==> config.mk <==
export PLATFORM = sky130hd
export DESIGN_NAME = lrukv_store
export DESIGN_NICKNAME = d
export VERILOG_FILES = /design/src/hw/rtl/lrukv_pkg.sv /design/src/hw/rtl/lrukv_store.sv
export SDC_FILE = /design/constraint.sdc
export NUM_CORES = 2
export LEC_CHECK = 0
export BUFFER_PORTS_ARGS = -buffer_cell sky130_fd_sc_hd__buf_4
export CORE_ASPECT_RATIO = 1.1
export CORE_MARGIN = 2
export CORE_UTILIZATION = 40
export CTS_CLUSTER_SIZE = 20
export DETAILED_ROUTE_END_ITERATION = 8
export GPL_ROUTABILITY_DRIVEN = 0
export HOLD_SLACK_MARGIN = 0.05
export PLACE_DENSITY = 0.64
export SLEW_MARGIN = 40
export SYNTH_ARGS = -nofsm -noshare
export SYNTH_HDL_FRONTEND = slang
export SYNTH_SLANG_ARGS = --single-unit
==> constraint.sdc <==
create_clock -name clk_i -period 5.9 [get_ports clk_i]
set_clock_uncertainty 0.2 [all_clocks]
set_input_delay 0.59 -clock clk_i [delete_from_list [all_inputs] [get_ports clk_i]]
set_output_delay 0.59 -clock clk_i [all_outputs]
set_load 0.02 [all_outputs]
==> src/hw/rtl/lrukv_pkg.sv <==
// ----------------------------------------------------------------------------
// lrukv_pkg: shared types and constants of the LRU key-value cache
// Command codes, configuration width and the control bundle passed from the
// request pipeline to the entry store.
// ----------------------------------------------------------------------------
package lrukv_pkg;

  // Width of the capacity register and its reset value.
  localparam int unsigned CAP_W = 5;
  localparam logic [CAP_W-1:0] CAP_RESET = 5'd16;

  typedef enum logic {
    CMD_GET = 1'b0,
    CMD_PUT = 1'b1
  } lrukv_cmd_e;

  // Control from the pipeline to the store for the item in the input register.
  typedef struct packed {
    logic       exec;  // item is processed at this edge
    lrukv_cmd_e cmd;
  } lrukv_ctl_t;

endpackage

==> src/hw/rtl/lrukv_store.sv <==
// ----------------------------------------------------------------------------
// lrukv_store: entry array with parallel key match and recency ranks
// Looks up one item per cycle and applies the get/put/insert/evict update when exec is set.
// ----------------------------------------------------------------------------
module lrukv_store
  import lrukv_pkg::*;
#(
  parameter int unsigned ENTRIES    = 16,
  parameter int unsigned KEY_BITS   = 16,
  parameter int unsigned VALUE_BITS = 32
) (
  input  logic                  clk_i,
  input  logic                  rst_ni,
  input  lrukv_ctl_t            ctl_i,
  input  logic [KEY_BITS-1:0]   key_i,
  input  logic [VALUE_BITS-1:0] value_i,
  input  logic [CAP_W-1:0]      capacity_i,
  output logic                  found_o,
  output logic [VALUE_BITS-1:0] read_value_o
);

  localparam int unsigned RW   = (ENTRIES > 1) ? $clog2(ENTRIES) : 1;
  localparam int unsigned CW   = $clog2(ENTRIES + 1);
  localparam int unsigned CMPW = (CW > CAP_W) ? CW : CAP_W;

  logic [ENTRIES-1:0]    valid_q, valid_d;
  logic [RW-1:0]         rank_q [ENTRIES];
  logic [RW-1:0]         rank_d [ENTRIES];
  logic [KEY_BITS-1:0]   key_q  [ENTRIES];
  logic [VALUE_BITS-1:0] val_q  [ENTRIES];
  logic [CW-1:0]         count_q, count_d;

  logic [ENTRIES-1:0]    hit_vec, victim_vec, kept_vec, free_oh;
  logic [RW-1:0]         hit_rank, lru_rank;
  logic [VALUE_BITS-1:0] hit_val;
  logic [CAP_W-1:0]      cap_lim;
  logic                  hit, is_put, insert, evict;

  // Parallel key compare; hit data and rank are AND-OR selected.
  always_comb begin
    hit_rank = '0;
    hit_val  = '0;
    for (int i = 0; i < ENTRIES; i++) begin
      hit_vec[i] = valid_q[i] && (key_q[i] == key_i);
      if (hit_vec[i]) begin
        hit_rank = hit_rank | rank_q[i];
        hit_val  = hit_val | val_q[i];
      end
    end
  end

  assign hit     = |hit_vec;
  assign is_put  = (ctl_i.cmd == CMD_PUT);
  assign insert  = is_put && !hit;
  assign cap_lim = (capacity_i == '0) ? CAP_W'(1) : capacity_i;
  // Full when the count reaches the capacity or the array size.
  assign evict   = insert && ((CMPW'(count_q) >= CMPW'(cap_lim)) ||
                              (count_q == CW'(ENTRIES)));
  // Ranks of live entries are 0..count-1, so the oldest holds count-1.
  assign lru_rank = RW'(count_q - CW'(1));

  always_comb begin
    for (int i = 0; i < ENTRIES; i++) begin
      victim_vec[i] = evict && valid_q[i] && (rank_q[i] == lru_rank);
    end
  end

  assign kept_vec = valid_q & ~victim_vec;
  // Lowest free slot after the eviction.
  assign free_oh  = ~kept_vec & (kept_vec + ENTRIES'(1));

  always_comb begin
    valid_d = valid_q;
    count_d = count_q;
    for (int i = 0; i < ENTRIES; i++) begin
      rank_d[i] = rank_q[i];
    end
    if (ctl_i.exec) begin
      if (hit) begin
        for (int i = 0; i < ENTRIES; i++) begin
          if (hit_vec[i]) begin
            rank_d[i] = '0;
          end else if (valid_q[i] && (rank_q[i] < hit_rank)) begin
            rank_d[i] = rank_q[i] + RW'(1);
          end
        end
      end else if (insert) begin
        valid_d = kept_vec | free_oh;
        for (int i = 0; i < ENTRIES; i++) begin
          if (free_oh[i] || victim_vec[i]) begin
            rank_d[i] = '0;
          end else if (kept_vec[i]) begin
            rank_d[i] = rank_q[i] + RW'(1);
          end
        end
        if (!evict) begin
          count_d = count_q + CW'(1);
        end
      end
    end
  end

  always_ff @(posedge clk_i or negedge rst_ni) begin
    if (!rst_ni) begin
      valid_q <= '0;
      count_q <= '0;
      for (int i = 0; i < ENTRIES; i++) begin
        rank_q[i] <= '0;
      end
    end else begin
      valid_q <= valid_d;
      count_q <= count_d;
      for (int i = 0; i < ENTRIES; i++) begin
        rank_q[i] <= rank_d[i];
      end
    end
  end

  // Key and data storage, no reset: only read behind a valid bit.
  always_ff @(posedge clk_i) begin
    for (int i = 0; i < ENTRIES; i++) begin
      if (ctl_i.exec && is_put && (hit_vec[i] || (insert && free_oh[i]))) begin
        val_q[i] <= value_i;
      end
      if (ctl_i.exec && insert && free_oh[i]) begin
        key_q[i] <= key_i;
      end
    end
  end

  assign found_o      = hit;
  assign read_value_o = is_put ? '0 : hit_val;

  // Keys stay unique among live entries.
  a_hit_unique: assert property (@(posedge clk_i) disable iff (!rst_ni)
    $onehot0(hit_vec))
    else $error("lrukv_store: key matches more than one live entry");

  // The fill count tracks the valid bits.
  a_count_match: assert property (@(posedge clk_i) disable iff (!rst_ni)
    $countones(valid_q) == int'(count_q))
    else $error("lrukv_store: live count out of step with valid bits");

  // A get never changes which entries are live.
  a_get_keeps_valid: assert property (@(posedge clk_i) disable iff (!rst_ni)
    (ctl_i.exec && !is_put) |=> $stable(valid_q))
    else $error("lrukv_store: get altered the valid bits");

  // An insert always lands in a free slot.
  a_insert_slot: assert property (@(posedge clk_i) disable iff (!rst_ni)
    (ctl_i.exec && insert) |-> $onehot(free_oh))
    else $error("lrukv_store: no free slot for insert");

endmodule

==> impl_metrics.ini <==
[run_status]
status = finished clean

[synth]
synth_nets = 2780
ys_top_cells_by_area = edfxtp_1 (61%), dfrtp_1 (5.6%), xnor2_1 (5.6%), a22o_1 (2.9%), a221oi_1 (2.9%)
synth_top_area_share_pct = 60.83
synth_warnings = 0
ys_ff_latch = 853
syn-instance-count = 2651
synth_commonest_cells = edfxtp_1 (768), xnor2_1 (242), nand2_1 (131)
yosysSeqAreaShare_pct = 66.44
synth_cell_types = 88
ys_async_sr_fraction_pct = 9.965
muxShareOfSynthArea_pct = 0.2244
synth-simple-area-share_pct = 8.692
synth_top_family_by_area = compound AO/OA/AOI/OAI gates
yosys.area.top_type = edfxtp_1
synth_fa_ha_area_share_pct = 2.376
synth-edff-count = 768
yosysMostFrequentCell = edfxtp_1
synth_xor_area_share_pct = 8.399
synth_compound_area_share_pct = 11.52
synthFlopType = edfxtp_1
syn_area_per_cell_um2 = 14.30
synth_area_mm2 = 0.03791

[clocking]
cts.htree.levels = 3
clock_path_buffers = 3
clk-insertion-delay-late_ps = 680
cts_sinks = 853
cts_tree = yes
cts_inserted_buffers = 87
cts_root_buf = clkbuf_16
cts_setup_buffers = 0
clkTransAtPathRegs_ps = 60

[floorplanning]
dieWidth_um = 297.5
dieArea_mm2 = 0.09727
dieHeight_um = 326.9
num_rows = 118
io_pins = 90
initial_core_util_pct = 40.31
core-area_mm2 = 0.09405

[timing]
min_period_ps = 5535
finalMaxSlewViolations = 0
tns_ps = 0
max_freq_mhz = 180.7
final_hold_viol_count = 0
rsz0062_at_grt = no
finalSetupViolCount = 0
worst_pin_slew_ps = 859.1
finalCritPeriodShare_pct = 93.82
setup_slack_ps = 364.8
relSlewSlack_pct = 42.51
holdWs_ps = 132.7

[finish]
diodes = 0
instances_no_fill = 4168
fillers = 8035
multiInputGateArea_mm2 = 0.01212
final_layout_size_suffix_gt1_share_pct = 14.17
layout.nets = 2964
utilization_pct = 46.88
areaGrowthSynthToFinish_pct = 16.30
seqCellArea_mm2 = 0.02519

[pwr]
power.leakage_nw = 14.53
powerDensity_mw_per_mm2 = 393.9
vdd_drop_max_mv = 0.2671

[place]
dp_slack_ps = 417.3
dpl.hpwl_um = 70580
placed_cells = 3972
io_buffers = 89

[setup_path]
cp.arrival_ps = 4750
cp-start-kind = input port
path_max_fanout = 33
crit_type = in2out
required_ps = 5110
critPathCaptureType = primary output

[global_routing]
grt_max_degree = 81
grt-ovfl-total = 0
grt_pass1_vias = 25160
grt_pass1_wl_um = 166600
track_usage_pct = 22.84
antenna_found_initial = 1

[flow_run]
maxCapViolCount = 0

[detailed_routing]
routedWlPerCell_um = 27.12
dr.pass1.iters = 8
via_per_inst = 6.083
num_vias = 25356
ant_nets = 0
totalWireLength_um = 113000
route.detailed.drc = 0
drtIter0Drc = 3333

[min_path]
hold_class = in2async
==> area by class of cell <==
cell class / instances / share of cell area, %
Multi-Input combinational cell: 1606 / 27.49
Tap cell: 1260 / 3.575
Timing Repair Buffer: 242 / 4.799
Clock buffer: 106 / 5.167
Inverter: 45 / 0.3831
Clock inverter: 56 / 1.461
Sequential cell: 853 / 57.13
==> routing by layer <==
metal	global-route usage (%)	share of wire [%]	routed length (um)	vias to the layer above
met2	38.38	49	54850	1395
met4	9.431	4.3	4875	2
li1	-	-	-	10787
met1	29.17	39	43540	12829
met5	0	0.015	17	-
met3	4.218	8.6	9758	343
==> per-stage QoR <==
step / total power, W / instance area, um2
floorplan: 0.01026 / 37910
global placement: 0.01152 / 40670
detailed placement: 0.01170 / 40820
CTS: 0.01731 / 44080
global route: 0.01801 / 44090
finish: 0.01737 / 44090
==> kinds of logic (layout without fill, tap and decap cells) <==
group	count (synthesis)	in the layout
flip-flops	853	853
AND/OR/NAND/NOR	618	618
AO/OA/AOI/OAI	566	566
adder cells (fa/ha/maj)	72	72
buffers and inverters	192	449
XOR/XNOR	342	342
multiplexers	8	8
==> placed cells by master (no fill, tap or decap), types with 50 or more instances in the layout <==
cell / count
a22o_1: 127
o21ai_0: 68
buf_4: 191
ha_1: 72
nand3_1: 78
xor2_1: 86
nand4_1: 82
nor3_1: 50
a221oi_1: 124
edfxtp_1: 768
clkbuf_16: 87
dfrtp_1: 85
xnor2_1: 242
nand2_1: 131
nor2_1: 82
==> repair_timing <==
item                                   4_1_cts  5_1_grt
setup endpoints to repair                    0        0
hold buffers                                34        0
resized for setup                            0        0
endpoints found under the hold margin      600        0
==> critical path, cell delays in order <==
cell	delay (ps)
dlygate4sd3_1	530
buf_4	210
buf_4	290
xnor2_1	150
nand4_1	240
or4_1	620
nor2_4	380
buf_4	610
a22o_1	230
a221oi_1	50
and3_1	220
a31oi_1	350
buf_4	230
==> final timing paths <==
path                       depth (start not counted)                      to              startpoint  slack [ps]
max                                               13        read_value_o[17]               key_i[11]         360
min                                                2  count_q[1]$_DFFE_PN0P_                  rst_ni         130
max reg2reg                                       15   rank_q[7]$_DFFE_PN0P_  key_q[1][61]$_DFFE_PP_         840
min reg2reg                                        1  count_q[4]$_DFFE_PN0P_  count_q[4]$_DFFE_PN0P_         310
max in group asynchronous                          3   rank_q[7]$_DFFE_PN0P_                  rst_ni        4450
min in group clk_i                                 1  key_q[0][13]$_DFFE_PP_               key_i[13]         140
==> registers in the layout (all words and copies together), names as in the netlist <==
signal / flops
key_q: 256
count_q: 5
rank_q: 64
valid_q: 16
val_q: 512
==> report_power, final <==
group / internal [W] / switching [W] / total, W / leakage (nW)
combinational: 0.00158 / 0.00237 / 0.00395 / 5.19
sequential: 0.00711 / 0.000698 / 0.00781 / 7.93
clock: 0.00322 / 0.00239 / 0.00561 / 1.42
No activity file was read; power rests on OpenSTA's default activity.
