--- src/hw/rtl/lrukv_pkg.sv ---
// ----------------------------------------------------------------------------
// lrukv_pkg: shared types and constants of the LRU key-value cache
// Command codes, configuration width and the control bundle passed from the
// request pipeline to the entry store.
// ----------------------------------------------------------------------------
package lrukv_pkg;

  // Width of the capacity register and its reset value.
  localparam int unsigned CAP_W = 5;
  localparam logic [CAP_W-1:0] CAP_RESET = 5'd16;

  typedef enum logic {
    CMD_GET = 1'b0,
    CMD_PUT = 1'b1
  } lrukv_cmd_e;

  // Control from the pipeline to the store for the item in the input register.
  typedef struct packed {
    logic       exec;  // item is processed at this edge
    lrukv_cmd_e cmd;
  } lrukv_ctl_t;

endpackage

--- src/hw/rtl/lrukv_if.sv ---
// ----------------------------------------------------------------------------
// lrukv_if: valid/ready channels of the LRU key-value cache
// Request, response and configuration write channels.
// ----------------------------------------------------------------------------
interface lrukv_req_if
  import lrukv_pkg::*;
#(
  parameter int unsigned KEY_BITS   = 16,
  parameter int unsigned VALUE_BITS = 32
);
  logic                  valid;
  logic                  ready;
  lrukv_cmd_e            cmd;
  logic [KEY_BITS-1:0]   key;
  logic [VALUE_BITS-1:0] value;

  modport source (output valid, output cmd, output key, output value, input ready);
  modport sink   (input valid, input cmd, input key, input value, output ready);
endinterface

interface lrukv_rsp_if #(
  parameter int unsigned VALUE_BITS = 32
);
  logic                  valid;
  logic                  ready;
  logic                  found;
  logic [VALUE_BITS-1:0] read_value;

  modport source (output valid, output found, output read_value, input ready);
  modport sink   (input valid, input found, input read_value, output ready);
endinterface


--- src/hw/rtl/lrukv_pipe.sv ---
// ----------------------------------------------------------------------------
// lrukv_pipe: request input register and response register
// Two-register pipeline with valid/ready flow control on both sides.
// ----------------------------------------------------------------------------
module lrukv_pipe
  import lrukv_pkg::*;
#(
  parameter int unsigned KEY_BITS   = 16,
  parameter int unsigned VALUE_BITS = 32
) (
  input  logic                  clk_i,
  input  logic                  rst_ni,
  lrukv_req_if.sink             req_i,
  lrukv_rsp_if.source           rsp_o,
  output lrukv_ctl_t            ctl_o,
  output logic [KEY_BITS-1:0]   key_o,
  output logic [VALUE_BITS-1:0] value_o,
  input  logic                  found_i,
  input  logic [VALUE_BITS-1:0] read_value_i
);

  logic                  in_valid_q, in_valid_d;
  lrukv_cmd_e            cmd_q;
  logic [KEY_BITS-1:0]   key_q;
  logic [VALUE_BITS-1:0] value_q;
  logic                  out_valid_q, out_valid_d;
  logic                  found_q;
  logic [VALUE_BITS-1:0] rd_q;
  logic                  advance, accept, exec;

  assign advance = !out_valid_q || rsp_o.ready;
  assign exec    = in_valid_q && advance;
  assign req_i.ready = !in_valid_q || advance;
  assign accept  = req_i.valid && req_i.ready;

  always_comb begin
    in_valid_d  = in_valid_q;
    out_valid_d = out_valid_q;
    if (advance) begin
      out_valid_d = in_valid_q;
      in_valid_d  = 1'b0;
    end
    if (accept) begin
      in_valid_d = 1'b1;
    end
  end

  always_ff @(posedge clk_i or negedge rst_ni) begin
    if (!rst_ni) begin
      in_valid_q  <= 1'b0;
      out_valid_q <= 1'b0;
    end else begin
      in_valid_q  <= in_valid_d;
      out_valid_q <= out_valid_d;
    end
  end

  always_ff @(posedge clk_i) begin
    if (accept) begin
      cmd_q   <= req_i.cmd;
      key_q   <= req_i.key;
      value_q <= req_i.value;
    end
    if (exec) begin
      found_q <= found_i;
      rd_q    <= read_value_i;
    end
  end

  assign ctl_o.exec = exec;
  assign ctl_o.cmd  = cmd_q;
  assign key_o      = key_q;
  assign value_o    = value_q;

  assign rsp_o.valid      = out_valid_q;
  assign rsp_o.found      = found_q;
  assign rsp_o.read_value = rd_q;

endmodule

--- src/flat_wrapper.sv ---
// flat-port wrapper written by rule: the top's interface ports become plain ports
module lrukv_pipe_flat import lrukv_pkg::*;
#(
  parameter int unsigned KEY_BITS   = 16,
  parameter int unsigned VALUE_BITS = 32
)
  (clk_i, rst_ni, ctl_o, key_o, value_o, found_i, read_value_i, req_i_valid, req_i_cmd, req_i_key, req_i_value, req_i_ready, rsp_o_valid, rsp_o_found, rsp_o_read_value, rsp_o_ready);
  lrukv_req_if #(.KEY_BITS(KEY_BITS), .VALUE_BITS(VALUE_BITS)) req_i_i ();
  lrukv_rsp_if #(.VALUE_BITS(VALUE_BITS)) rsp_o_i ();
  input  logic clk_i;
  input  logic rst_ni;
  output lrukv_ctl_t ctl_o;
  output logic [KEY_BITS-1:0] key_o;
  output logic [VALUE_BITS-1:0] value_o;
  input  logic found_i;
  input  logic [VALUE_BITS-1:0] read_value_i;
  input wire logic [$bits(req_i_i.valid)-1:0] req_i_valid;
  input wire logic [$bits(req_i_i.cmd)-1:0] req_i_cmd;
  input wire logic [$bits(req_i_i.key)-1:0] req_i_key;
  input wire logic [$bits(req_i_i.value)-1:0] req_i_value;
  output wire logic [$bits(req_i_i.ready)-1:0] req_i_ready;
  output wire logic [$bits(rsp_o_i.valid)-1:0] rsp_o_valid;
  output wire logic [$bits(rsp_o_i.found)-1:0] rsp_o_found;
  output wire logic [$bits(rsp_o_i.read_value)-1:0] rsp_o_read_value;
  input wire logic [$bits(rsp_o_i.ready)-1:0] rsp_o_ready;
  assign req_i_i.valid = req_i_valid;
  assign req_i_i.cmd = req_i_cmd;
  assign req_i_i.key = req_i_key;
  assign req_i_i.value = req_i_value;
  assign req_i_ready = req_i_i.ready;
  assign rsp_o_valid = rsp_o_i.valid;
  assign rsp_o_found = rsp_o_i.found;
  assign rsp_o_read_value = rsp_o_i.read_value;
  assign rsp_o_i.ready = rsp_o_ready;
  lrukv_pipe #(.KEY_BITS(KEY_BITS), .VALUE_BITS(VALUE_BITS)) u_core (.clk_i(clk_i), .rst_ni(rst_ni), .req_i(req_i_i), .rsp_o(rsp_o_i), .ctl_o(ctl_o), .key_o(key_o), .value_o(value_o), .found_i(found_i), .read_value_i(read_value_i));
endmodule
--- config.mk ---
export PLATFORM = sky130hd
export DESIGN_NAME = lrukv_pipe_flat
export DESIGN_NICKNAME = d
export VERILOG_FILES = /design/src/hw/rtl/lrukv_pkg.sv /design/src/hw/rtl/lrukv_if.sv /design/src/hw/rtl/lrukv_pipe.sv /design/src/flat_wrapper.sv
export SDC_FILE = /design/constraint.sdc
export NUM_CORES = 1
export LEC_CHECK = 0
export ABC_CLOCK_PERIOD_IN_PS = 1700
export BUFFER_PORTS_ARGS = -buffer_cell sky130_fd_sc_hd__buf_4
export CAP_MARGIN = 0
export CORE_UTILIZATION = 37
export CTS_CLUSTER_SIZE = 24
export DETAILED_ROUTE_END_ITERATION = 7
export GPL_TIMING_DRIVEN = 0
export PLACE_DENSITY = 0.85
export SLEW_MARGIN = 20
export SYNTH_ARGS = -nofsm -noshare
export SYNTH_HDL_FRONTEND = slang
export SYNTH_SLANG_ARGS = --single-unit
--- constraint.sdc ---
create_clock -name clk_i -period 1.7 [get_ports clk_i]
set_input_delay 0.17 -clock clk_i [delete_from_list [all_inputs] [get_ports clk_i]]
set_output_delay 0.17 -clock clk_i [all_outputs]
set_load 0.01 [all_outputs]
==> results of run 1 <==
[cells in the final DEF (no fill, tap or decap), drive strengths merged]
| cell | count |
|---|---|
| buf | 173 |
| dlygate4sd3 | 83 |
| edfxtp | 82 |
| clkbuf | 10 |
| nand2b | 3 |
| and2 | 3 |
| inv | 2 |
| clkinv | 2 |
| dfrtp | 2 |
| diode | 1 |
| nand3b | 1 |
| clkinvlp | 1 |
| bufinv | 1 |
[final timing paths]
check / from / endpoint / slack (ns) / depth (start not counted)
max: u_core.rsp_o.valid / ctl_o[1] / 0.12 / 4
min: req_i_valid / u_core.in_valid_q / 0.03 / 2
max reg2reg: u_core.in_valid_q / u_core.value_o[7] / 0.15 / 2
min reg2reg: u_core.rsp_o.valid / u_core.in_valid_q / 0.65 / 2
max in group asynchronous: rst_ni / u_core.rsp_o.valid / 1.45 / 2
min in group asynchronous: rst_ni / u_core.in_valid_q / 0.16 / 2
[power by group]
part	internal [mW]	leakage, nW	switching, mW
Clock	0.696	0.0975	0.747
Combinational	0.416	1.21	0.273
Sequential	2.44	0.809	0.0499
Total	3.55	2.12	1.07
[worst max-delay path, stage by stage (launching register included)]
cell and delay (ns):
dfrtp_1 0.44, nand2b_1 0.16, and2_4 0.21, buf_4 0.12
buf_4 0.13
[cells by family after synthesis]
group / after synthesis
flip-flops: 84
buffers and inverters: 2
AND/OR/NAND/NOR: 6
[state kept, by name, summed over array words and instances, names as in the netlist]
signal / cells
u_core.rsp_o.valid: 1
u_core.key_o: 16
u_core.cmd_q: 1
u_core.in_valid_q: 1
u_core.value_o: 32
u_core.rsp_o.found: 1
u_core.rsp_o.read_value: 32
[through the flow]
step | setup WS (ns) | std cells | utilization, %
6_report | 0.125 | 444 | 74.1
5_1_grt | 0.0949 | 444 | 74.1
4_1_cts | 0.150 | 443 | 74.1
3_5_place_dp | 0.0422 | 342 | 58.6
3_3_place_gp | 0.0945 | 342 | 58.6
2_1_floorplan | 0.256 | 92 | -
[per-layer routing]
| metal | GRT usage [%] | share of wire, % |
|---|---|---|
| met5 | 0 | 0 |
| met4 | 11.8 | 2.6 |
| met3 | 6.83 | 8.7 |
| met2 | 40.5 | 53 |
| met1 | 25.4 | 36 |
[area by class of cell]
| cell class | count | area [um^2] | share of cell area, % |
|---|---|---|---|
| Clock inverter | 6 | 72.6 | 1.45 |
| Tap cell | 80 | 100 | 2.00 |
| Timing Repair Buffer | 254 | 2110 | 42.2 |
| Sequential cell | 84 | 2510 | 50.2 |
| Clock buffer | 10 | 128 | 2.55 |
| Multi-Input combinational cell | 7 | 63.8 | 1.27 |
| Antenna cell | 1 | 2.50 | 0.0500 |
| Buffer | 2 | 15.0 | 0.300 |
[timing repair]
action	4_1_cts	5_1_grt
endpoints found under the setup margin	1	0
setup buffers	1	0
hold buffers	83	0
gates resized for setup	1	0
hold endpoints to repair	84	0
==> out/metrics.yaml, run 1 <==
syn_nets: 178
ys.flop_type: "edfxtp_1"
yosys-top-cells-area: "edfxtp_1 95%, dfrtp_1 1.9%, nand3b_4 0.78%"
arrival_ns: 1.41
num_rows: 30
worst_pin_slew_ns: 0.637
synth-seq-cells: 84
gp_congestion: 0.705
async_flop_share_pct: 2.38
fin_worst_skew_ns: 0.0115
finalSetupViolCount: 0
cp_max_fo: 3
synth-simple-area-share_pct: 2.08
status: "complete, no violations"
synth_area_mm2: 0.00258
synth_area_leader_cell: "edfxtp_1"
synth_xor_area_share_pct: 0
crit_type: "reg2out"
layout-drive-gt1-share_pct: 52.9
cts_buffer_depth: 2
drc: 0
drt_first_iter_violations: 111
ys_warn_count: 0
avgSynthCellArea_um2: 28.1
fill_cells: 386
ys_top_cells_by_count: "82 x edfxtp_1, 3 x nand2b_1, 2 x buf_4, 2 x dfrtp_1"
synth_fa_ha_area_share_pct: 0
synth_edf_count: 82
power.density_mw_per_mm2: 923
grt_pass1_wl_mm: 12.0
final_nets: 444
grt_max_degree: 50
relSlewSlack_pct: 57.5
cts_tree: "done"
totalPowerFinal_mw: 4.62
viasPerCell: 4.45
port_buffers: 170
hold_class: "in2reg"
grt_pass1_vias: 2238
dieArea_mm2: 0.00731
cts_made_buffers: 9
dr.pass1.iters: 4
seq_area_frac_synth_pct: 97.3
synth_mux_area_share_pct: 0
dpl-instance-area_mm2: 0.00396
maxCapViolations: 0
wl_mm: 8.27
synth_cells: 92
die-height_um: 85.5
htree_num_levels: 3
core_area_mm2: 0.00676
grt_use_total_pct: 23.0
finalHoldViolCount: 0
syn_to_final_growth_pct: 94.0
synth_top_area_share_pct: 95.4
worstSetupStartpointType: "register"
via_count: 1974
peakVddDrop_uv: 668
synth_compound_area_share_pct: 0
hold_ws_ns: 0.0325
slew_violations: 0
antenna_found_initial: 1
setup_tns_ns: 0
end_kind: "output pin"
initial_core_util_pct: 38.2
clock_latency_ns: 0.35
postLayoutCellArea_mm2: 0.00501
synth_cell_types: 7
leakagePower_nw: 2.12
ant_nets: 0
rsz0062_at_grt: "no"
synth_top_family_by_area: "simple AND/OR/NAND/NOR gates"
fp.dieW_um: 85.5
grt_overflow: 0
path_clk_slew_ns: 0.09
io_pins: 171
fin_crit_sh_pct: 92.7
required_ns: 1.53
min_period_ns: 1.58
wire_per_inst_um: 18.6
clock.fmax_mhz: 635
clock_sinks: 84
root_buffer: "clkbuf_8"
yosysMostFrequentCell: "edfxtp_1"
Note: power is estimated with default switching activity, not from simulation.
==> inputs of run 2 (changes only) <==
Settings changed: GPL_ROUTABILITY_DRIVEN set to 1, PLACE_DENSITY 0.85 to 0.76.
==> out/metrics.yaml, run 2 (synthesized netlist as in run 1, its figures left out) <==
via_count: 2009  # was 1974
grt_pass1_vias: 2157  # was 2238
dr.pass1.iters: 4  # unchanged
hold_class: "in2reg"  # unchanged
fin_util_pct: 74.4  # was 74.1%
cts_made_buffers: 9  # unchanged
end_kind: "output pin"  # unchanged
gp_congestion: 0.658  # was 0.705
die-height_um: 85.5  # unchanged
slowest_delay_ns: 0.43  # was 0.44 ns
leakagePower_nw: 2.14  # was 2.12 nW
min_period_ns: 1.57  # was 1.58 ns
worstSetupStartpointType: "register"  # unchanged
crit_chain: "nand2b_1 -> and2_4 -> buf_4 -> buf_4"  # unchanged
rsz0062_at_grt: "no"  # unchanged
stdcell_count: 447  # was 444
core_area_mm2: 0.00676  # unchanged
place_hpwl_mm: 4.26
root_buffer: "clkbuf_8"  # unchanged
clock_latency_ns: 0.36  # was 0.35 ns
path_clk_slew_ns: 0.09  # about the same
setup_tns_ns: 0  # unchanged
dieArea_mm2: 0.00731  # unchanged
grt_overflow: 0  # unchanged
power.density_mw_per_mm2: 916  # was 923 mW/mm^2
fin_worst_skew_ns: 0.0137  # was 0.0115 ns
maxCapViolations: 0  # unchanged
initial_core_util_pct: 38.2  # unchanged
ant_nets: 0  # unchanged
required_ns: 1.53  # about the same
crit_top_cell: "buf_4"  # unchanged
grt_pass1_wl_mm: 11.0  # was 12.0 mm
fp.dieW_um: 85.5  # unchanged
placed_cells: 342  # unchanged
fill_cells: 395  # was 386
finalSetupViolCount: 0  # unchanged
htree_num_levels: 3  # unchanged
port_buffers: 170  # unchanged
drc: 0  # unchanged
finalHoldViolCount: 0  # unchanged
viasPerCell: 4.49  # was 4.45
wl_mm: 7.95  # was 8.27 mm
cpMaxStageDelayCell: "dfrtp_1"  # unchanged
clock_sinks: 84  # unchanged
diodes: 0  # was 1
clock.fmax_mhz: 639  # was 635 MHz
grt_use_total_pct: 21.2  # was 23.0%
io_pins: 171  # unchanged
slew_violations: 0  # unchanged
wire_per_inst_um: 17.8  # was 18.6 um
grt_max_degree: 50  # unchanged
fin_crit_sh_pct: 92.1  # was 92.7%
peakVddDrop_uv: 624  # was 668 uV
cp_max_fo: 8  # was 3
cts_buffer_depth: 2  # unchanged
worst_pin_slew_ns: 0.636  # was 0.637 ns
status: "complete, no violations"  # unchanged
syn_to_final_growth_pct: 94.9  # was 94.0%
antenna_found_initial: 0  # was 1
layout-drive-gt1-share_pct: 53.4  # was 52.9%
final_nets: 448  # was 444
cts_tree: "done"  # unchanged
num_rows: 30  # unchanged
crit_type: "reg2out"  # unchanged
relSlewSlack_pct: 57.6  # was 57.5%
mostFrequentLayoutCell: "buf_4"  # unchanged
final_cell_mix: "177 x buf_4, 83 x dlygate4sd3_1, 82 x edfxtp_1, 10 x clkbuf_8"  # was 173 x buf_4, 83 x dlygate4sd3_1, 82 x edfxtp_1, 9 x clkbuf_8, 3 x nand2b_1
drt_first_iter_violations: 59  # was 111
arrival_ns: 1.40  # was 1.41 ns
run 2: path summary, 6_finish.rpt:
kind	start	endpoint	slack [ns]	depth (start not counted)
min in group asynchronous	rst_ni	u_core.in_valid_q	0.13	2
max reg2reg	u_core.in_valid_q	u_core.value_o[8]	0.16	2
max in group asynchronous	rst_ni	u_core.rsp_o.valid	1.48	2
min	req_i_valid	u_core.in_valid_q	0.09	2
max	u_core.rsp_o.valid	ctl_o[1]	0.13	4
min reg2reg	u_core.in_valid_q	u_core.rsp_o.valid	0.63	1
run 2: metrics by stage:
stage | hold slack (ns) | cell area [um^2] | worst slack (ns) | total power, mW
final | 0.0870 | 5030 | 0.134 | 4.61
after global routing | 0.0768 | 5030 | 0.0832 | 4.77
after CTS | 0.000225 | 4950 | 0.0444 | 4.56
after detailed placement | -0.0458 | 3960 | 0.0349 | 3.03
after global placement | -0.0483 | 3960 | 0.0682 | 3.01
after floorplan | -0.126 | 2580 | 0.256 | 2.66
run 2: metal layers:
layer / up-vias / wire length [um] / share of wire, % / track usage, %
met2: 123 / 4110 / 52 / 37.2
met1: 962 / 2860 / 36 / 22.7
li1: 904 / - / - / -
met4: 0 / 212 / 2.7 / 8.18
met3: 20 / 766 / 9.6 / 9.14
met5: - / 0 / 0 / 0
run 2: layout make-up:
cell class / instances / area [um^2] / share of cell area (%)
buffer: 2 / 15.0 / 0.299
clock inverter: 5 / 52.6 / 1.04
timing repair buffer: 258 / 2140 / 42.6
multi-input combinational: 7 / 63.8 / 1.27
sequential: 84 / 2510 / 50.0
clock buffer: 11 / 141 / 2.81
tap: 80 / 100 / 1.99
run 2: timing repair:
| item | in CTS | in global routing |
|---|---|---|
| hold buffers | 79 | 4 |
| hold endpoints to repair | 80 | 4 |
| resized for setup | 1 | 0 |
| setup buffers | 0 | 5 |
| gates cloned | 1 | 0 |
| endpoints found under the setup margin | 1 | 1 |
run 2: power by group:
group	leakage (nW)	total (mW)	internal, mW	switching [mW]
combinational	1.23	0.692	0.425	0.267
clock	0.0991	1.42	0.713	0.711
sequential	0.809	2.49	2.44	0.0504
total	2.14	4.61	3.58	1.03
run 2: worst max-delay path: cells and delay by family, from the launching register on:
family	cells	cell delay, ns
simple gates	2	0.35
flops	1	0.43
buf+inv	2	0.26
==> inputs of run 3 (changes only) <==
Settings changed: CORE_UTILIZATION 37 to 39, CTS_BUF_LIST set to sky130_fd_sc_hd__clkbuf_4 sky130_fd_sc_hd__clkbuf_8, PLACE_DENSITY 0.76 to 0.79.
==> out/metrics.yaml, run 3 (synthesized netlist as in run 1, its figures left out) <==
cts_buffer_depth: 2  # unchanged
peakVddDrop_uv: 591  # was 624 uV
setup_tns_ns: 0  # unchanged
slew_violations: 0  # unchanged
final_cell_mix: "174 x buf_4, 83 x dlygate4sd3_1, 82 x edfxtp_1, 9 x clkbuf_8, 3 x nand2b_1"  # was 177 x buf_4, 83 x dlygate4sd3_1, 82 x edfxtp_1, 10 x clkbuf_8
reg2reg_slack_ns: 0.19  # was 0.16 ns
layout-drive-gt1-share_pct: 53.3  # was 53.4%
mostFrequentLayoutCell: "buf_4"  # unchanged
htree_num_levels: 3  # unchanged
fin_worst_skew_ns: 0.00773  # was 0.0137 ns
grt_pass1_wl_mm: 11.2  # was 11.0 mm
worst_pin_slew_ns: 0.634  # was 0.636 ns
syn_to_final_growth_pct: 94.9  # unchanged
drc: 0  # unchanged
fin_ws_ns: 0.169  # was 0.134 ns
port_buffers: 170  # unchanged
via_count: 1956  # was 2009
core_area_mm2: 0.00639  # was 0.00676 mm^2
cts_tree: "done"  # unchanged
hold_class: "in2reg"  # unchanged
gp_congestion: 0.709  # was 0.658
postLayoutCellArea_mm2: 0.00503  # unchanged
cp-startpoint: "u_core.rsp_o.valid"  # unchanged
cp_max_fo: 3  # was 8
dr.pass1.iters: 4  # unchanged
grt_overflow: 0  # unchanged
drt_first_iter_violations: 75  # was 59
rsz0062_at_grt: "no"  # unchanged
dieArea_mm2: 0.00695  # was 0.00731 mm^2
dpl-instance-area_mm2: 0.00396  # about the same
clock.fmax_mhz: 653  # was 639 MHz
fp.dieW_um: 83.4  # was 85.5 um
hold_path_depth: 2  # unchanged
reg2reg_depth: 2  # unchanged
clock_latency_ns: 0.34  # was 0.36 ns
maxCapViolations: 0  # unchanged
worstSetupStartpointType: "register"  # unchanged
required_ns: 1.53  # about the same
r2r-start: "u_core.in_valid_q"  # unchanged
cts_made_buffers: 9  # unchanged
clock_sinks: 84  # unchanged
die-height_um: 83.4  # was 85.5 um
grt_pass1_vias: 2185  # was 2157
arrival_ns: 1.36  # was 1.40 ns
path_clk_slew_ns: 0.08  # was 0.09 ns
power.density_mw_per_mm2: 935  # was 916 mW/mm^2
finalHoldViolCount: 0  # unchanged
leakagePower_nw: 2.13  # was 2.14 nW
wire_per_inst_um: 17.1  # was 17.8 um
io_pins: 171  # unchanged
grt_max_degree: 50  # unchanged
antenna_found_initial: 0  # unchanged
relSlewSlack_pct: 57.7  # was 57.6%
post-place-ws_ns: 0.0698  # was 0.0349 ns
fin_crit_sh_pct: 90.0  # was 92.1%
final_nets: 445  # was 448
status: "complete, no violations"  # unchanged
register_area_mm2: 0.00251  # unchanged
hold_start: "req_i_valid"  # unchanged
end_kind: "output pin"  # unchanged
diodes: 0  # unchanged
viasPerCell: 4.44  # was 4.49
min_period_ns: 1.53  # was 1.57 ns
crit_type: "reg2out"  # unchanged
ant_nets: 0  # unchanged
place_hpwl_mm: 4.17  # was 4.26 mm
root_buffer: "clkbuf_8"  # unchanged
num_rows: 29  # was 30
multi_input_comb_area_um2: 63.8  # unchanged
reg2reg_to: "u_core.value_o[6]"  # was u_core.value_o[8]
holdPathEnd: "u_core.in_valid_q"  # unchanged
finalSetupViolCount: 0  # unchanged
wl_mm: 7.52  # was 7.95 mm
grt_use_total_pct: 22.3  # was 21.2%
fill_cells: 348  # was 395
initial_core_util_pct: 40.4  # was 38.2%
run 3: report_power, final:
part	total, mW	leakage [nW]	internal (mW)	switching (mW)
sequential	2.49	0.809	2.44	0.0478
combinational	0.680	1.22	0.418	0.262
clock	1.53	0.106	0.843	0.691
total	4.70	2.13	3.70	1.00
run 3: through the flow:
step	util (%)	cells	hold slack (ns)	total power [mW]
6_report	78.8	441	0.0429	4.70
5_1_grt	78.8	441	0.0309	4.88
4_1_cts	77.1	430	0.000163	4.67
3_5_place_dp	61.9	339	-0.0437	3.03
3_3_place_gp	61.9	339	-0.0482	3.01
2_1_floorplan	-	92	-0.126	2.66
run 3: layout make-up:
type,count,share of cell area [%]
tap,77,1.92
clock inverter,6,1.77
buffer,2,0.299
timing repair buffer,255,42.2
sequential,84,50.0
clock buffer,10,2.61
multi-input combinational,7,1.27
run 3: layer usage:
metal	track usage (%)	vias to the layer above	part of all wire (%)
met2	38.4	126	52
li1	-	896	-
met4	11.9	0	3.7
met3	9.84	26	9.5
met5	0	-	0
met1	22.5	908	35
run 3: worst max path at each step:
stage          cells after the start        to  slack, ns
2_1_floorplan                      3  ctl_o[1]       0.26
3_3_place_gp                       4  ctl_o[1]       0.09
3_5_place_dp                       4  ctl_o[1]       0.07
4_1_cts                            4  ctl_o[1]       0.05
5_1_grt                            4  ctl_o[1]       0.08
6_report                           4  ctl_o[1]       0.17
run 3: timing repair:
action	4_1_cts	5_1_grt
gates resized for setup	1	0
gates cloned	1	0
hold buffers	74	9
hold endpoints to repair	75	9
endpoints found under the setup margin	1	1
setup buffers	0	2
run 3: critical path, stage by stage (launching register included):
cell	delay, ns
dfrtp_1	0.43
nand2b_1	0.13
and2_4	0.19
buf_4	0.14
buf_4	0.14
